==> src/rtl/wdtce_pkg.sv <==
// Package for the watchdog with timed change enable.
// Holds request codes, sizes, the timeout table and the shared struct types.
// No dependencies.
package wdtce_pkg;

    localparam int COUNT_BITS           = 13;
    localparam int CHANGE_WINDOW_CYCLES = 4;
    localparam int WIN_BITS             = 3;
    localparam int REQ_BITS             = 3;
    localparam int CODE_BITS            = 4;

    localparam logic [REQ_BITS-1:0] REQ_IDLE         = 3'd0;
    localparam logic [REQ_BITS-1:0] REQ_WRITE_CTRL   = 3'd1;
    localparam logic [REQ_BITS-1:0] REQ_READ_CTRL    = 3'd2;
    localparam logic [REQ_BITS-1:0] REQ_KICK         = 3'd3;
    localparam logic [REQ_BITS-1:0] REQ_WRITE_STATUS = 3'd4;
    localparam logic [REQ_BITS-1:0] REQ_READ_STATUS  = 3'd5;

    localparam logic [WIN_BITS-1:0] WIN_LOAD = WIN_BITS'(CHANGE_WINDOW_CYCLES);

    typedef struct packed {
        logic [REQ_BITS-1:0] req_type;
        logic [7:0]          write_data;
        logic                ms_tick;
    } wdtce_item_t;

    typedef struct packed {
        logic [7:0] read_data;
        logic       system_reset;
        logic       irq;
        logic       running;
    } wdtce_result_t;

    typedef struct packed {
        logic                  int_flag;
        logic                  int_enable;
        logic [CODE_BITS-1:0]  prescale_code;
        logic                  reset_enable;
        logic [WIN_BITS-1:0]   change_window;
        logic                  reset_flag;
        logic [COUNT_BITS-1:0] elapsed_ms;
    } wdtce_state_t;

    function automatic logic [COUNT_BITS-1:0] timeout_ms(input logic [CODE_BITS-1:0] code);
        logic [COUNT_BITS-1:0] t;
        unique case (code)
            4'd0:    t = COUNT_BITS'(16);
            4'd1:    t = COUNT_BITS'(32);
            4'd2:    t = COUNT_BITS'(64);
            4'd3:    t = COUNT_BITS'(125);
            4'd4:    t = COUNT_BITS'(250);
            4'd5:    t = COUNT_BITS'(500);
            4'd6:    t = COUNT_BITS'(1000);
            4'd7:    t = COUNT_BITS'(2000);
            4'd8:    t = COUNT_BITS'(4000);
            default: t = COUNT_BITS'(8000);
        endcase
        return t;
    endfunction

endpackage

==> src/rtl/wdtce_if.sv <==
// Handshake interfaces for the watchdog input beats and result beats.
// Depends on wdtce_pkg for field widths.
interface wdtce_in_if
    import wdtce_pkg::*;
    ();
    logic                valid;
    logic                ready;
    logic [REQ_BITS-1:0] req_type;
    logic [7:0]          write_data;
    logic                ms_tick;

    modport source (output valid, output req_type, output write_data, output ms_tick,
                    input ready);
    modport sink (input valid, input req_type, input write_data, input ms_tick,
                  output ready);
endinterface

interface wdtce_out_if;
    logic       valid;
    logic       ready;
    logic [7:0] read_data;
    logic       system_reset;
    logic       irq;
    logic       running;

    modport source (output valid, output read_data, output system_reset, output irq,
                    output running, input ready);
    modport sink (input valid, input read_data, input system_reset, input irq,
                  input running, output ready);
endinterface

==> src/rtl/watchdog_with_timed_change_enable_core.sv <==
// Top level of the watchdog with timed change enable: input register, step logic,
// watchdog state and result register. Depends on wdtce_pkg, wdtce_if, wdtce_input_stage
// and wdtce_step.
//
//   channel   direction  beat contents
//   items     in         req_type, write_data, ms_tick (one CPU bus cycle)
//   results   out        read_data, system_reset, irq, running
//
// One beat is accepted per clock while items.ready is high; each passes both registers.
// The watchdog state is updated in the same cycle that a result is loaded.
// rst_n clears the state and both stage valids asynchronously.
// A stall on results holds the result register and then the input register,
// and items.ready falls only when both are full.
module watchdog_with_timed_change_enable_core
    import wdtce_pkg::*;
(
    input  logic          clk,
    input  logic          rst_n,
    wdtce_in_if.sink      items,
    wdtce_out_if.source   results
);

    logic          s1_valid;
    wdtce_item_t   s1_item;
    wdtce_item_t   in_item;
    logic          out_free;
    logic          advance;
    logic          load;
    wdtce_state_t  state_reg;
    wdtce_state_t  state_next;
    wdtce_result_t step_res;
    logic          out_valid_reg;
    logic          out_valid_next;
    wdtce_result_t out_res_reg;

    assign out_free    = !out_valid_reg || results.ready;
    assign advance     = s1_valid && out_free;
    assign items.ready = !s1_valid || advance;
    assign load        = items.valid && items.ready;

    assign in_item.req_type   = items.req_type;
    assign in_item.write_data = items.write_data;
    assign in_item.ms_tick    = items.ms_tick;

    wdtce_input_stage u_input_stage (
        .clk        (clk),
        .rst_n      (rst_n),
        .load       (load),
        .drain      (advance),
        .item       (in_item),
        .held_valid (s1_valid),
        .held_item  (s1_item)
    );

    wdtce_step u_step (
        .cur  (state_reg),
        .item (s1_item),
        .nxt  (state_next),
        .res  (step_res)
    );

    always_comb
    begin
        out_valid_next = out_valid_reg;
        if (advance)
        begin
            out_valid_next = 1'b1;
        end
        else if (results.ready)
        begin
            out_valid_next = 1'b0;
        end
    end

    always_ff @(posedge clk or negedge rst_n)
    begin
        if (!rst_n)
        begin
            state_reg     <= '0;
            out_valid_reg <= 1'b0;
        end
        else
        begin
            out_valid_reg <= out_valid_next;
            if (advance)
            begin
                state_reg <= state_next;
            end
        end
    end

    always_ff @(posedge clk)
    begin
        if (advance)
        begin
            out_res_reg <= step_res;
        end
    end

    assign results.valid        = out_valid_reg;
    assign results.read_data    = out_res_reg.read_data;
    assign results.system_reset = out_res_reg.system_reset;
    assign results.irq          = out_res_reg.irq;
    assign results.running      = out_res_reg.running;

    // The change window never holds more than its full length.
    a_window_bound: assert property (@(posedge clk) disable iff (!rst_n)
        state_reg.change_window <= WIN_LOAD)
        else $error("change window above its load value");

    // A watchdog reset leaves only the reset flag set in the state.
    a_reset_event: assert property (@(posedge clk) disable iff (!rst_n)
        (advance && step_res.system_reset) |=>
            (state_reg.reset_flag && !state_reg.reset_enable && !state_reg.int_enable
             && state_reg.elapsed_ms == '0 && state_reg.change_window == '0))
        else $error("state not cleared after watchdog reset");

    // A reset result always reports the watchdog as running.
    a_reset_running: assert property (@(posedge clk) disable iff (!rst_n)
        (out_valid_reg && out_res_reg.system_reset) |-> out_res_reg.running)
        else $error("reset result without running");

    // The state moves only when a beat passes the step logic.
    a_state_hold: assert property (@(posedge clk) disable iff (!rst_n)
        !advance |=> $stable(state_reg))
        else $error("state changed without a beat");

    // Input is refused only while both stages hold beats.
    a_ready_full: assert property (@(posedge clk) disable iff (!rst_n)
        !items.ready |-> (s1_valid && out_valid_reg))
        else $error("input stalled with a free stage");

endmodule

==> src/rtl/wdtce_input_stage.sv <==
// Input register for the watchdog: captures one input beat per cycle while load is high.
// Depends on wdtce_pkg.
module wdtce_input_stage
    import wdtce_pkg::*;
(
    input  logic        clk,
    input  logic        rst_n,
    input  logic        load,
    input  logic        drain,
    input  wdtce_item_t item,
    output logic        held_valid,
    output wdtce_item_t held_item
);

    logic        valid_reg;
    logic        valid_next;
    wdtce_item_t item_reg;

    always_comb
    begin
        valid_next = valid_reg;
        if (load)
        begin
            valid_next = 1'b1;
        end
        else if (drain)
        begin
            valid_next = 1'b0;
        end
    end

    always_ff @(posedge clk or negedge rst_n)
    begin
        if (!rst_n)
        begin
            valid_reg <= 1'b0;
        end
        else
        begin
            valid_reg <= valid_next;
        end
    end

    always_ff @(posedge clk)
    begin
        if (load)
        begin
            item_reg <= item;
        end
    end

    assign held_valid = valid_reg;
    assign held_item  = item_reg;

endmodule

==> src/rtl/wdtce_step.sv <==
// Next-state and result logic of the watchdog for one CPU bus cycle.
// Depends on wdtce_pkg.
module wdtce_step
    import wdtce_pkg::*;
(
    input  wdtce_state_t  cur,
    input  wdtce_item_t   item,
    output wdtce_state_t  nxt,
    output wdtce_result_t res
);

    logic                  window_open;
    logic                  wde_eff;
    logic                  sys_reset;
    logic [7:0]            rd;
    logic [COUNT_BITS:0]   sum;
    logic [COUNT_BITS-1:0] count_next;
    wdtce_state_t          s;

    assign window_open = (cur.change_window != '0);

    always_comb
    begin
        rd = 8'd0;
        if (item.req_type == REQ_READ_CTRL)
        begin
            rd = {cur.int_flag, cur.int_enable, cur.prescale_code[3], window_open,
                  cur.reset_enable | cur.reset_flag, cur.prescale_code[2:0]};
        end
        else if (item.req_type == REQ_READ_STATUS)
        begin
            rd = {4'd0, cur.reset_flag, 3'd0};
        end
    end

    always_comb
    begin
        s         = cur;
        sys_reset = 1'b0;
        sum        = {1'b0, cur.elapsed_ms} + {{COUNT_BITS{1'b0}}, 1'b1};
        count_next = '0;

        if (item.req_type == REQ_WRITE_CTRL)
        begin
            if (item.write_data[7])
            begin
                s.int_flag = 1'b0;
            end
            s.int_enable = item.write_data[6];
            if (window_open)
            begin
                s.reset_enable  = item.write_data[3];
                s.prescale_code = {item.write_data[5], item.write_data[2:0]};
            end
            else
            begin
                s.reset_enable = cur.reset_enable | item.write_data[3];
            end
            s.change_window = (item.write_data[4] && item.write_data[3]) ? WIN_LOAD : '0;
        end
        else
        begin
            if (window_open)
            begin
                s.change_window = cur.change_window - WIN_BITS'(1);
            end
            if (item.req_type == REQ_KICK)
            begin
                s.elapsed_ms = '0;
            end
            else if (item.req_type == REQ_WRITE_STATUS && !item.write_data[3])
            begin
                s.reset_flag = 1'b0;
            end
        end

        wde_eff = s.reset_enable | s.reset_flag;
        sum     = {1'b0, s.elapsed_ms} + {{COUNT_BITS{1'b0}}, 1'b1};
        count_next = sum[COUNT_BITS] ? '1 : sum[COUNT_BITS-1:0];

        if (!wde_eff && !s.int_enable)
        begin
            s.elapsed_ms = '0;
        end
        else if (item.ms_tick)
        begin
            if (count_next >= timeout_ms(s.prescale_code))
            begin
                s.elapsed_ms = '0;
                if (!wde_eff || (s.int_enable && !s.int_flag))
                begin
                    s.int_flag = 1'b1;
                end
                else
                begin
                    sys_reset = 1'b1;
                end
            end
            else
            begin
                s.elapsed_ms = count_next;
            end
        end

        if (sys_reset)
        begin
            s            = '0;
            s.reset_flag = 1'b1;
        end
    end

    assign nxt              = s;
    assign res.read_data    = rd;
    assign res.system_reset = sys_reset;
    assign res.irq          = s.int_flag & s.int_enable;
    assign res.running      = s.reset_flag | s.reset_enable;

endmodule

==> src/flat_wrapper.sv <==
// flat-port wrapper written by rule: the top's interface ports become plain ports
module watchdog_with_timed_change_enable_core_flat import wdtce_pkg::*;
  (clk, rst_n, items_valid, items_req_type, items_write_data, items_ms_tick, items_ready, results_valid, results_read_data, results_system_reset, results_irq, results_running, results_ready);
  wdtce_in_if items_i ();
  wdtce_out_if results_i ();
  input  logic clk;
  input  logic rst_n;
  input wire logic [$bits(items_i.valid)-1:0] items_valid;
  input wire logic [$bits(items_i.req_type)-1:0] items_req_type;
  input wire logic [$bits(items_i.write_data)-1:0] items_write_data;
  input wire logic [$bits(items_i.ms_tick)-1:0] items_ms_tick;
  output wire logic [$bits(items_i.ready)-1:0] items_ready;
  output wire logic [$bits(results_i.valid)-1:0] results_valid;
  output wire logic [$bits(results_i.read_data)-1:0] results_read_data;
  output wire logic [$bits(results_i.system_reset)-1:0] results_system_reset;
  output wire logic [$bits(results_i.irq)-1:0] results_irq;
  output wire logic [$bits(results_i.running)-1:0] results_running;
  input wire logic [$bits(results_i.ready)-1:0] results_ready;
  assign items_i.valid = items_valid;
  assign items_i.req_type = items_req_type;
  assign items_i.write_data = items_write_data;
  assign items_i.ms_tick = items_ms_tick;
  assign items_ready = items_i.ready;
  assign results_valid = results_i.valid;
  assign results_read_data = results_i.read_data;
  assign results_system_reset = results_i.system_reset;
  assign results_irq = results_i.irq;
  assign results_running = results_i.running;
  assign results_i.ready = results_ready;
  watchdog_with_timed_change_enable_core u_core (.clk(clk), .rst_n(rst_n), .items(items_i), .results(results_i));
endmodule
==> config.mk <==
export PLATFORM = sky130hd
export DESIGN_NAME = watchdog_with_timed_change_enable_core_flat
export DESIGN_NICKNAME = d
export VERILOG_FILES = /design/src/rtl/wdtce_pkg.sv /design/src/rtl/wdtce_if.sv /design/src/rtl/watchdog_with_timed_change_enable_core.sv /design/src/rtl/wdtce_input_stage.sv /design/src/rtl/wdtce_step.sv /design/src/flat_wrapper.sv
export SDC_FILE = /design/constraint.sdc
export NUM_CORES = 1
export LEC_CHECK = 0
export BUFFER_PORTS_ARGS = -buffer_cell sky130_fd_sc_hd__buf_2
export CORE_MARGIN = 5
export CORE_UTILIZATION = 59
export DETAILED_ROUTE_END_ITERATION = 12
export PLACE_DENSITY = 0.87
export SLEW_MARGIN = 0
export SYNTH_ARGS = -nofsm -noshare
export SYNTH_HDL_FRONTEND = slang
export SYNTH_SLANG_ARGS = --single-unit
==> constraint.sdc <==
create_clock -name clk -period 4.25 [get_ports clk]
set_input_delay 0.425 -clock clk [delete_from_list [all_inputs] [get_ports clk]]
set_output_delay 0.425 -clock clk [all_outputs]
set_load 0.005 [all_outputs]
=== Word-level counts from Yosys, hierarchy flattened ===
Memories as Yosys holds them, arrays and structs flattened.
Index checks and enable logic that the tools add are counted.

* Add/sub/neg operators: 2
* Multiply operators: 0
* Div/mod/pow operators: 0
* Magnitude comparators: 1
* Equality and inequality tests: 5
* Shifts and indexed selects: 0
* Mux-type cells: 32
* Bitwise gates (word level): 5
* Reduce and logical (&&, ||, !) cells: 20

{| class="wikitable"
|+ Operator list
! operator !! count
|-
| two-way mux 13 bit || 7
|-
| two-way mux 24 bit || 1
|-
| two-way mux 1 bit || 16
|-
| adder 13 x 1 -> 14 bit, second input constant || 1
|-
| two-way mux 14 bit || 1
|-
| >= comparator 13 bit || 1
|-
| two-way mux 3 bit || 3
|-
| two-way mux 4 bit || 2
|-
| two-way mux 8 bit || 1
|-
| two-way mux 7 bit || 1
|-
| == test 3 x 2 -> 1 bit, second input constant || 2
|-
| == test 3 bit, second input constant || 2
|-
| logical AND 1 bit || 6
|-
| logical NOT 1 bit || 6
|-
| nonzero test 3 bit || 2
|-
| bitwise OR 1 bit || 4
|-
| nonzero test 2 bit || 2
|-
| == test 3 x 1 -> 1 bit, second input constant || 1
|-
| logical OR 1 bit || 3
|-
| subtractor 3 x 1 -> 3 bit, second input constant || 1
|-
| AND reduction 2 bit || 1
|-
| bitwise AND 1 bit || 1
|}

* Register bits after elaboration: 49
* Latch bits: 0
* Memory bits (writable): 0
* Bits in read-only memories: 208
* Output and inout port bits: 13
* Memories: 1

{| class="wikitable"
|+ Memory list
! name !! depth !! width !! rd ports !! clocked after memory_dff !! wr ports !! line !! source
|-
| (name not given) || 16 || 13 || 1 || 0 || 0 || wdtce_pkg.sv:46 || <nowiki>unique case (code)</nowiki>
|}

=== Depth between registers and ports, before layout ===
Gate-level depths: netlist of the first run.

* Depth in word-level cells: 15
* Gate-level depth with buffers: 18
* Gate-level depth less buffers: 18

=== Modules after synthesis ===
A second synthesis of the first run with hierarchy kept.

* Cells, all modules: 320
* Area, all modules: 3,424.5 sq um

{| class="wikitable"
|+ By module, submodules not included
! module !! instances !! cells each !! area each (sq um) !! seq. area each (sq um)
|-
| wdtce_step || 1 || 237 || 1,659.1 || 0.0
|-
| watchdog_with_timed_change_enable_core || 1 || 68 || 1,368.8 || 955.9
|-
| wdtce_input_stage || 1 || 15 || 396.6 || 385.4
|}

=== Least setup slack after synthesis of the first run ===
No wires, ideal clock.

* Path kind: register -> register
* Start: register u_core.u_input_stage.item_reg (netlist bit u_core.u_input_stage.held_item[10])
* End: register u_core.out_res_reg (netlist bit u_core.results.irq) (data pin)
* Setup time: 139 ps
* Data arrival time: 3,438 ps
* Required time: 4,111 ps
* Setup slack: 673 ps
* Cell stages (with the launch flop): 17
* Path buffers: 0
* Clock period less this slack: 3,577 ps
* Path through: edfxtp_1 -> nor3b_2 -> nand2_1 -> mux2i_1 -> inv_1 -> ha_1 -> nand2_1 -> o31ai_1 -> nand2_1 -> ha_1 -> a211oi_1 -> o211ai_1 -> o2bb2ai_1 -> o211ai_4 -> inv_4 -> mux2_2 -> nor2_1

{| class="wikitable"
|+ RTL lines
! item !! line !! source
|-
| start, declared || wdtce_input_stage.sv:17 || <nowiki>wdtce_item_t item_reg;</nowiki>
|-
| start signal, assigned || wdtce_input_stage.sv:48 || <nowiki>item_reg <= item;</nowiki>
|-
| end signal, assigned || watchdog_with_timed_change_enable_core.sv:96 || <nowiki>out_res_reg <= step_res;</nowiki>
|-
| end, declared || watchdog_with_timed_change_enable_core.sv:34 || <nowiki>wdtce_result_t out_res_reg;</nowiki>
|}

==> flow_summary.toml, run 1 <==
[status]
status = "finished, final reports clean"

[place]
place_hpwl_um = 4310
gp_congestion = 0.838
io_buffers = 28
place_area_um2 = 3040
dp_cells = 351

[critical_path]
cp-end-kind = "flip-flop"
crit_path_start_kind = "flip-flop"
r2r-start = "u_core.u_input_stage.held_item[10]$_DFFE_PP_"
r2r_slack_ns = 0.27
worstSetupStartpoint = "u_core.u_input_stage.held_item[10]$_DFFE_PP_"
reg2reg_to = "u_core.results.irq$_DFFE_PP_"
cp.required_ns = 4.42
worstRegToRegCells = 16
crit_fanout = 10
arrival_ns = 4.15
critPathKind = "flip-flop to flip-flop"

[finish]
post-route-cell-area_um2 = 3170
multi_input_area_um2 = 1430
largest_reg_flops = 24
instances_no_fill = 359
seq_area_um2 = 1340
areaGrowthSynthToFinish_pct = 11.2
antenna_cells = 0
finish.utilization = 0.675
nets = 339
drive_gt1_frac = 0.164
n_fill_cell = 367

[floorplanning]
core_area_um2 = 4690
dieArea_um2 = 6320
num_rows = 25
ios = 29
die-width_um = 79.5
start_util = 0.607
die_h_um = 79.5

[route]
post_drt_wl_per_cell_um = 16.7
vias = 2270
wl_um = 6000
dr.pass1.iters = 5
ant_nets = 0
viasPerCell = 6.32
drt_iter0_markers = 220
drc = 0

[power_and_ir_drop]
p_seq_frac = 0.412
peakVddDrop_mv = 0.244
p_clk_frac = 0.221
combPwrFrac = 0.367
power.internal_uw = 995
p_sw_frac = 0.363
powerDensity_nw_per_um2 = 494
p_sw_uw = 567
p_leak_nw = 1.37

[global_routing]
grt_overflow = 0
grt_max_degree = 27
antenna_found_initial = 0
grt_pass1_wl_um = 9990
gr-usage-all-layers = 0.202
grt_pass1_vias = 2157

[sta]
slew_viol_final = 0
finalSetupTns_ns = 0
relSlewSlack = 0.467
period_needed_ns = 3.98
hold_viol_final = 0
rsz0062_at_grt = "no"
fmaxAchievable_mhz = 251
holdWs_ns = 0.122
period_share = 0.936
fin_skew_ns = 0.00600
worst_slew_pin_slew_ns = 0.798
setup_viol = 0

[synth]
synth_area_um2 = 2850
synth-seq-cells = 49
postSynthAreaPerCell_um2 = 10.4
synthArstFlopShare = 0.531
yosysWarnings = 0
synth_edf_count = 23
synth_cell_types = 53
synth_ff_type = "dfrtp_1"
seq_area_frac_synth = 0.471
syn-num-nets = 309
syn_inst = 274

[clock_tree]
numCtsBuffers = 5
postCtsSetupBuffers = 0
cts_tree = "done"
clockRootBuffer = "clkbuf_8"
cts.sinks = 49
cts.htree.levels = 2
clockBufferDepth = 2
clock_latency_ns = 0.31
clk_transition_reported_paths_ns = 0.10

[run]
drv_cap = 0

[hold_path]
hp-class = "input port to async pin"
[final cells by class]
cell class                      count  share of cell area
Timing Repair Buffer               30              0.0490
Tap cell                           54              0.0213
Inverter                           13              0.0162
Clock buffer                        5              0.0217
Multi-Input combinational cell    205               0.452
Sequential cell                    49               0.424
Clock inverter                      3              0.0158
[through the flow]
step	total power [mW]	setup WS (ns)
2_1_floorplan	1.06	0.673
3_3_place_gp	1.18	0.537
3_5_place_dp	1.21	0.305
4_1_cts	1.56	0.224
5_1_grt	1.67	0.0105
6_report	1.56	0.272
[cells by family (layout without fill, tap and decap cells)]
logic type | after synthesis | in the layout | synth area share
AND/OR/NAND/NOR | 97 | 97 | 0.177
multiplexers | 9 | 9 | 0.0330
adder cells (fa/ha/maj) | 19 | 19 | 0.0835
flip-flops | 49 | 49 | 0.471
AO/OA/AOI/OAI | 72 | 72 | 0.182
XOR/XNOR | 8 | 8 | 0.0246
buffers and inverters | 20 | 51 | 0.0290
[synthesized netlist by cell type, drive strengths merged, types with 3 or more instances]
master  count  area share
dfrtp      26        0.23
a31oi       4      0.0088
nand3       9       0.016
inv        12       0.017
o31ai       7       0.018
mux2i       6       0.021
and2       11       0.024
nor3b       3      0.0097
buf         4      0.0070
nor3        5      0.0088
xnor2       6       0.018
and3        3      0.0066
mux2        3       0.012
nand2b      6       0.013
ha         19       0.083
clkbuf      3      0.0040
edfxtp     23        0.24
o21ai       9       0.016
a22o       11       0.034
nand2      32       0.042
a211oi      4       0.012
a21oi      20       0.035
nand4       5       0.011
nor2       12       0.016
[power groups by stage]
| stage | registers (mW) | clock network [mW] | logic (mW) |
|---|---|---|---|
| after global routing | 0.651 | 0.369 | 0.647 |
| after CTS | 0.640 | 0.349 | 0.568 |
| final | 0.644 | 0.345 | 0.574 |
| after floorplan | 0.630 | 0 | 0.429 |
| after global placement | 0.645 | 0 | 0.534 |
| after detailed placement | 0.651 | 0 | 0.557 |
[critical path, stage by stage, from the launching register on]
cell and delay (ns):
edfxtp_1 0.48, nor3b_2 0.41, nand2_2 0.24, mux2i_2 0.33
inv_1 0.15, ha_1 0.25, nand2_1 0.10, o31ai_1 0.08
nand2_1 0.10, ha_1 0.24, a211oi_1 0.27, o211ai_1 0.15
o2bb2ai_1 0.23, o211ai_4 0.32, inv_4 0.12, mux2_2 0.28
nor2_1 0.09
[layout by cell type (no fill, tap or decap), drive strengths merged, types with 5 or more instances in the layout]
| cell type | instances |
|---|---|
| a21oi | 20 |
| a22o | 11 |
| and2 | 11 |
| buf | 30 |
| clkbuf | 5 |
| dfrtp | 26 |
| edfxtp | 23 |
| ha | 19 |
| inv | 13 |
| mux2i | 6 |
| nand2 | 32 |
| nand2b | 6 |
| nand3 | 9 |
| nand4 | 5 |
| nor2 | 12 |
| nor3 | 5 |
| o21ai | 9 |
| o31ai | 7 |
| xnor2 | 6 |
[worst max-delay path by stage]
stage                                            endpoint  slack [ns]  cells after the start
final                        u_core.results.irq$_DFFE_PP_        0.27                     16
after global routing         u_core.results.irq$_DFFE_PP_        0.01                     16
after CTS                 u_core.state_reg[5]$_DFFE_PN0P_        0.22                     15
after detailed placement  u_core.state_reg[5]$_DFFE_PN0P_        0.30                     15
after global placement       u_core.results.irq$_DFFE_PP_        0.54                     18
after floorplan              u_core.results.irq$_DFFE_PP_        0.67                     16
[routing by layer]
layer / up-vias / routed length, um / GRT usage
met1: 1068 / 2560 / 0.253
li1: 1078 / - / -
met4: 0 / 175 / 0.0842
met2: 102 / 2860 / 0.340
met5: - / 0 / 0
met3: 22 / 403 / 0.0406
[what timing repair did]
item	in CTS	in global routing
endpoints found under the setup margin	0	13
resized for setup	0	3
hold buffers	0	0
No activity file was read; power rests on OpenSTA's default activity.
==> run 2: changes to the inputs <==
--- a/config.mk
+++ b/config.mk
@@ -7,9 +7,10 @@
 export LEC_CHECK = 0
 export BUFFER_PORTS_ARGS = -buffer_cell sky130_fd_sc_hd__buf_2
 export CORE_MARGIN = 5
-export CORE_UTILIZATION = 59
+export CORE_UTILIZATION = 42
 export DETAILED_ROUTE_END_ITERATION = 12
-export PLACE_DENSITY = 0.87
+export PLACE_DENSITY = 0.67
+export RECOVER_POWER = 25
 export SLEW_MARGIN = 0
 export SYNTH_ARGS = -nofsm -noshare
 export SYNTH_HDL_FRONTEND = slang
==> run 2 against run 1 <==
First-iteration DRC count down 14%. Power decreased by 0.62%. Critical path type unchanged. Via count is 3.5% lower. Sequential power about the same. Die area is 35% higher. Flip-flop and latch count stayed put. Register-to-register slack improved by 0.11 ns. Largest power group unchanged.
==> flow_summary.toml, run 2 (synthesis results as in run 1) <==
[sta]
slew_viol_final = 0
rsz0062_at_grt = "no"
setup_viol = 0
relSlewSlack = 0.0228
hold_viol_final = 0
finalSetupTns_ns = 0
worst_slew_pin_slew_ns = 1.47
period_needed_ns = 3.87
fin_skew_ns = 0.0136
period_share = 0.910
holdWs_ns = 0.291
fmaxAchievable_mhz = 259

[critical_path]
slowest_stage = "and4_1"
slowest_delay_ns = 0.51
critPathKind = "flip-flop to flip-flop"
cp.required_ns = 4.49
worstRegToRegCells = 15
arrival_ns = 4.11
crit_fanout = 11
crit_path_start_kind = "flip-flop"
cp-end-kind = "flip-flop"
crit_chain = "nor3b_2 > nand2_2 > mux2i_2 > inv_1 > ha_1 > nand2_1 > o31ai_1 > nand2_1 > ha_1 > a211oi_1 > o211ai_1 > o2bb2ai_1 > nor2_1 > and4_1 > a22o_1"

[route]
ant_nets = 0
post_drt_wl_per_cell_um = 15.9
viasPerCell = 5.69
wl_um = 6120
drc = 0
vias = 2190
dr.pass1.iters = 4
drt_iter0_markers = 190

[power_and_ir_drop]
power.internal_uw = 994
peakVddDrop_mv = 0.186
combPwrFrac = 0.364
powerDensity_nw_per_um2 = 486
p_clk_frac = 0.223
p_sw_frac = 0.360
p_leak_nw = 1.37
total_power_mw = 1.55
p_seq_frac = 0.413
p_sw_uw = 558

[finish]
drive_gt1_frac = 0.157
areaGrowthSynthToFinish_pct = 12.1
post-route-cell-area_um2 = 3190
largest_reg_flops = 24
mostFrequentLayoutCells = "31 x nand2_1, 27 x buf_2, 26 x dfrtp_1"
nets = 339
antenna_cells = 0
final_common_cell = "nand2_1"

[global_routing]
grt_max_degree = 27
grt_overflow = 0
grt_pass1_wl_um = 10300
gr-usage-all-layers = 0.151
grt_pass1_vias = 2128
antenna_found_initial = 0

[clock_tree]
clk_transition_reported_paths_ns = 0.09
clockRootBuffer = "clkbuf_8"
clockBufferDepth = 2
cts_tree = "done"
clock_latency_ns = 0.31
postCtsSetupBuffers = 0
numCtsBuffers = 5
cts.htree.levels = 2
cts.sinks = 49

[floorplanning]
die-width_um = 92.3
start_util = 0.426
core_area_um2 = 6680
die_h_um = 92.3
num_rows = 30
dieArea_um2 = 8530
ios = 29

[run]
drv_cap = 0

[hold_path]
hp-class = "input port to flip-flop"
whs_path_depth = 1

[status]
status = "finished, final reports clean"

[place]
io_buffers = 28
place_area_um2 = 3070
gp_congestion = 0.874
place_hpwl_um = 4550
[run 2: cell type report]
class | count | area (um2)
repair buffers | 30 | 154
clock buffers | 5 | 68.8
well taps | 80 | 100
fillers | 629 | 3490
clock inverters | 3 | 47.5
flip-flops and latches | 49 | 1340
multi-input cells | 205 | 1430
inverters | 13 | 51.3
[run 2: layer usage]
layer | GRT usage | up-vias | routed length (um)
li1 | - | 1078 | -
met1 | 0.200 | 1051 | 2760
met2 | 0.252 | 53 | 2970
met3 | 0.0227 | 8 | 296
met4 | 0.0483 | 0 | 97
met5 | 0 | - | 0
[run 2: worst paths after layout]
kind                                                                   start                                           to  slack [ns]
worst max-delay path            u_core.u_input_stage.held_item[10]$_DFFE_PP_              u_core.state_reg[1]$_DFFE_PN0P_        0.38
min in group asynchronous                                              rst_n              u_core.state_reg[7]$_DFFE_PN0P_        0.45
max in group asynchronous                                              rst_n             u_core.state_reg[23]$_DFFE_PN0P_        2.94
worst max register to register  u_core.u_input_stage.held_item[10]$_DFFE_PP_              u_core.state_reg[1]$_DFFE_PN0P_        0.38
worst min-delay path                                           items_ms_tick  u_core.u_input_stage.held_item[0]$_DFFE_PP_        0.29
worst min register to register              u_core.state_reg[14]$_DFFE_PN0P_             u_core.state_reg[14]$_DFFE_PN0P_        0.50
[run 2: stage by stage]
step | instances | worst slack [ns] | utilization
detailed placement | 377 | 0.337 | 0.460
floorplan | 274 | 0.673 | -
global route | 385 | 0.0653 | 0.478
finish | 385 | 0.383 | 0.478
global placement | 377 | 0.444 | 0.460
CTS | 385 | 0.288 | 0.477
[run 2: critical path: cells and delay by family, from the launching register on]
kind / cells / cell delay (ns)
adders and majority gates: 2 / 0.48
muxes: 1 / 0.33
DFF: 1 / 0.48
AOI/OAI and AO/OA: 5 / 0.88
buffers and inverters: 1 / 0.14
and+or+nand+nor: 6 / 1.49
[run 2: repair_timing]
action | in CTS | in global routing
gates resized for setup | 0 | 2
endpoints found under the setup margin | 0 | 13
hold buffers | 0 | 0
hold endpoints to repair | 0 | 0
[run 2: power by group through the flow]
| stage | Clock [mW] | Combinational (mW) | Sequential [mW] |
|---|---|---|---|
| floorplan | 0 | 0.429 | 0.630 |
| global placement | 0 | 0.545 | 0.647 |
| detailed placement | 0 | 0.562 | 0.648 |
| CTS | 0.354 | 0.565 | 0.639 |
| global route | 0.377 | 0.647 | 0.651 |
| finish | 0.347 | 0.565 | 0.641 |
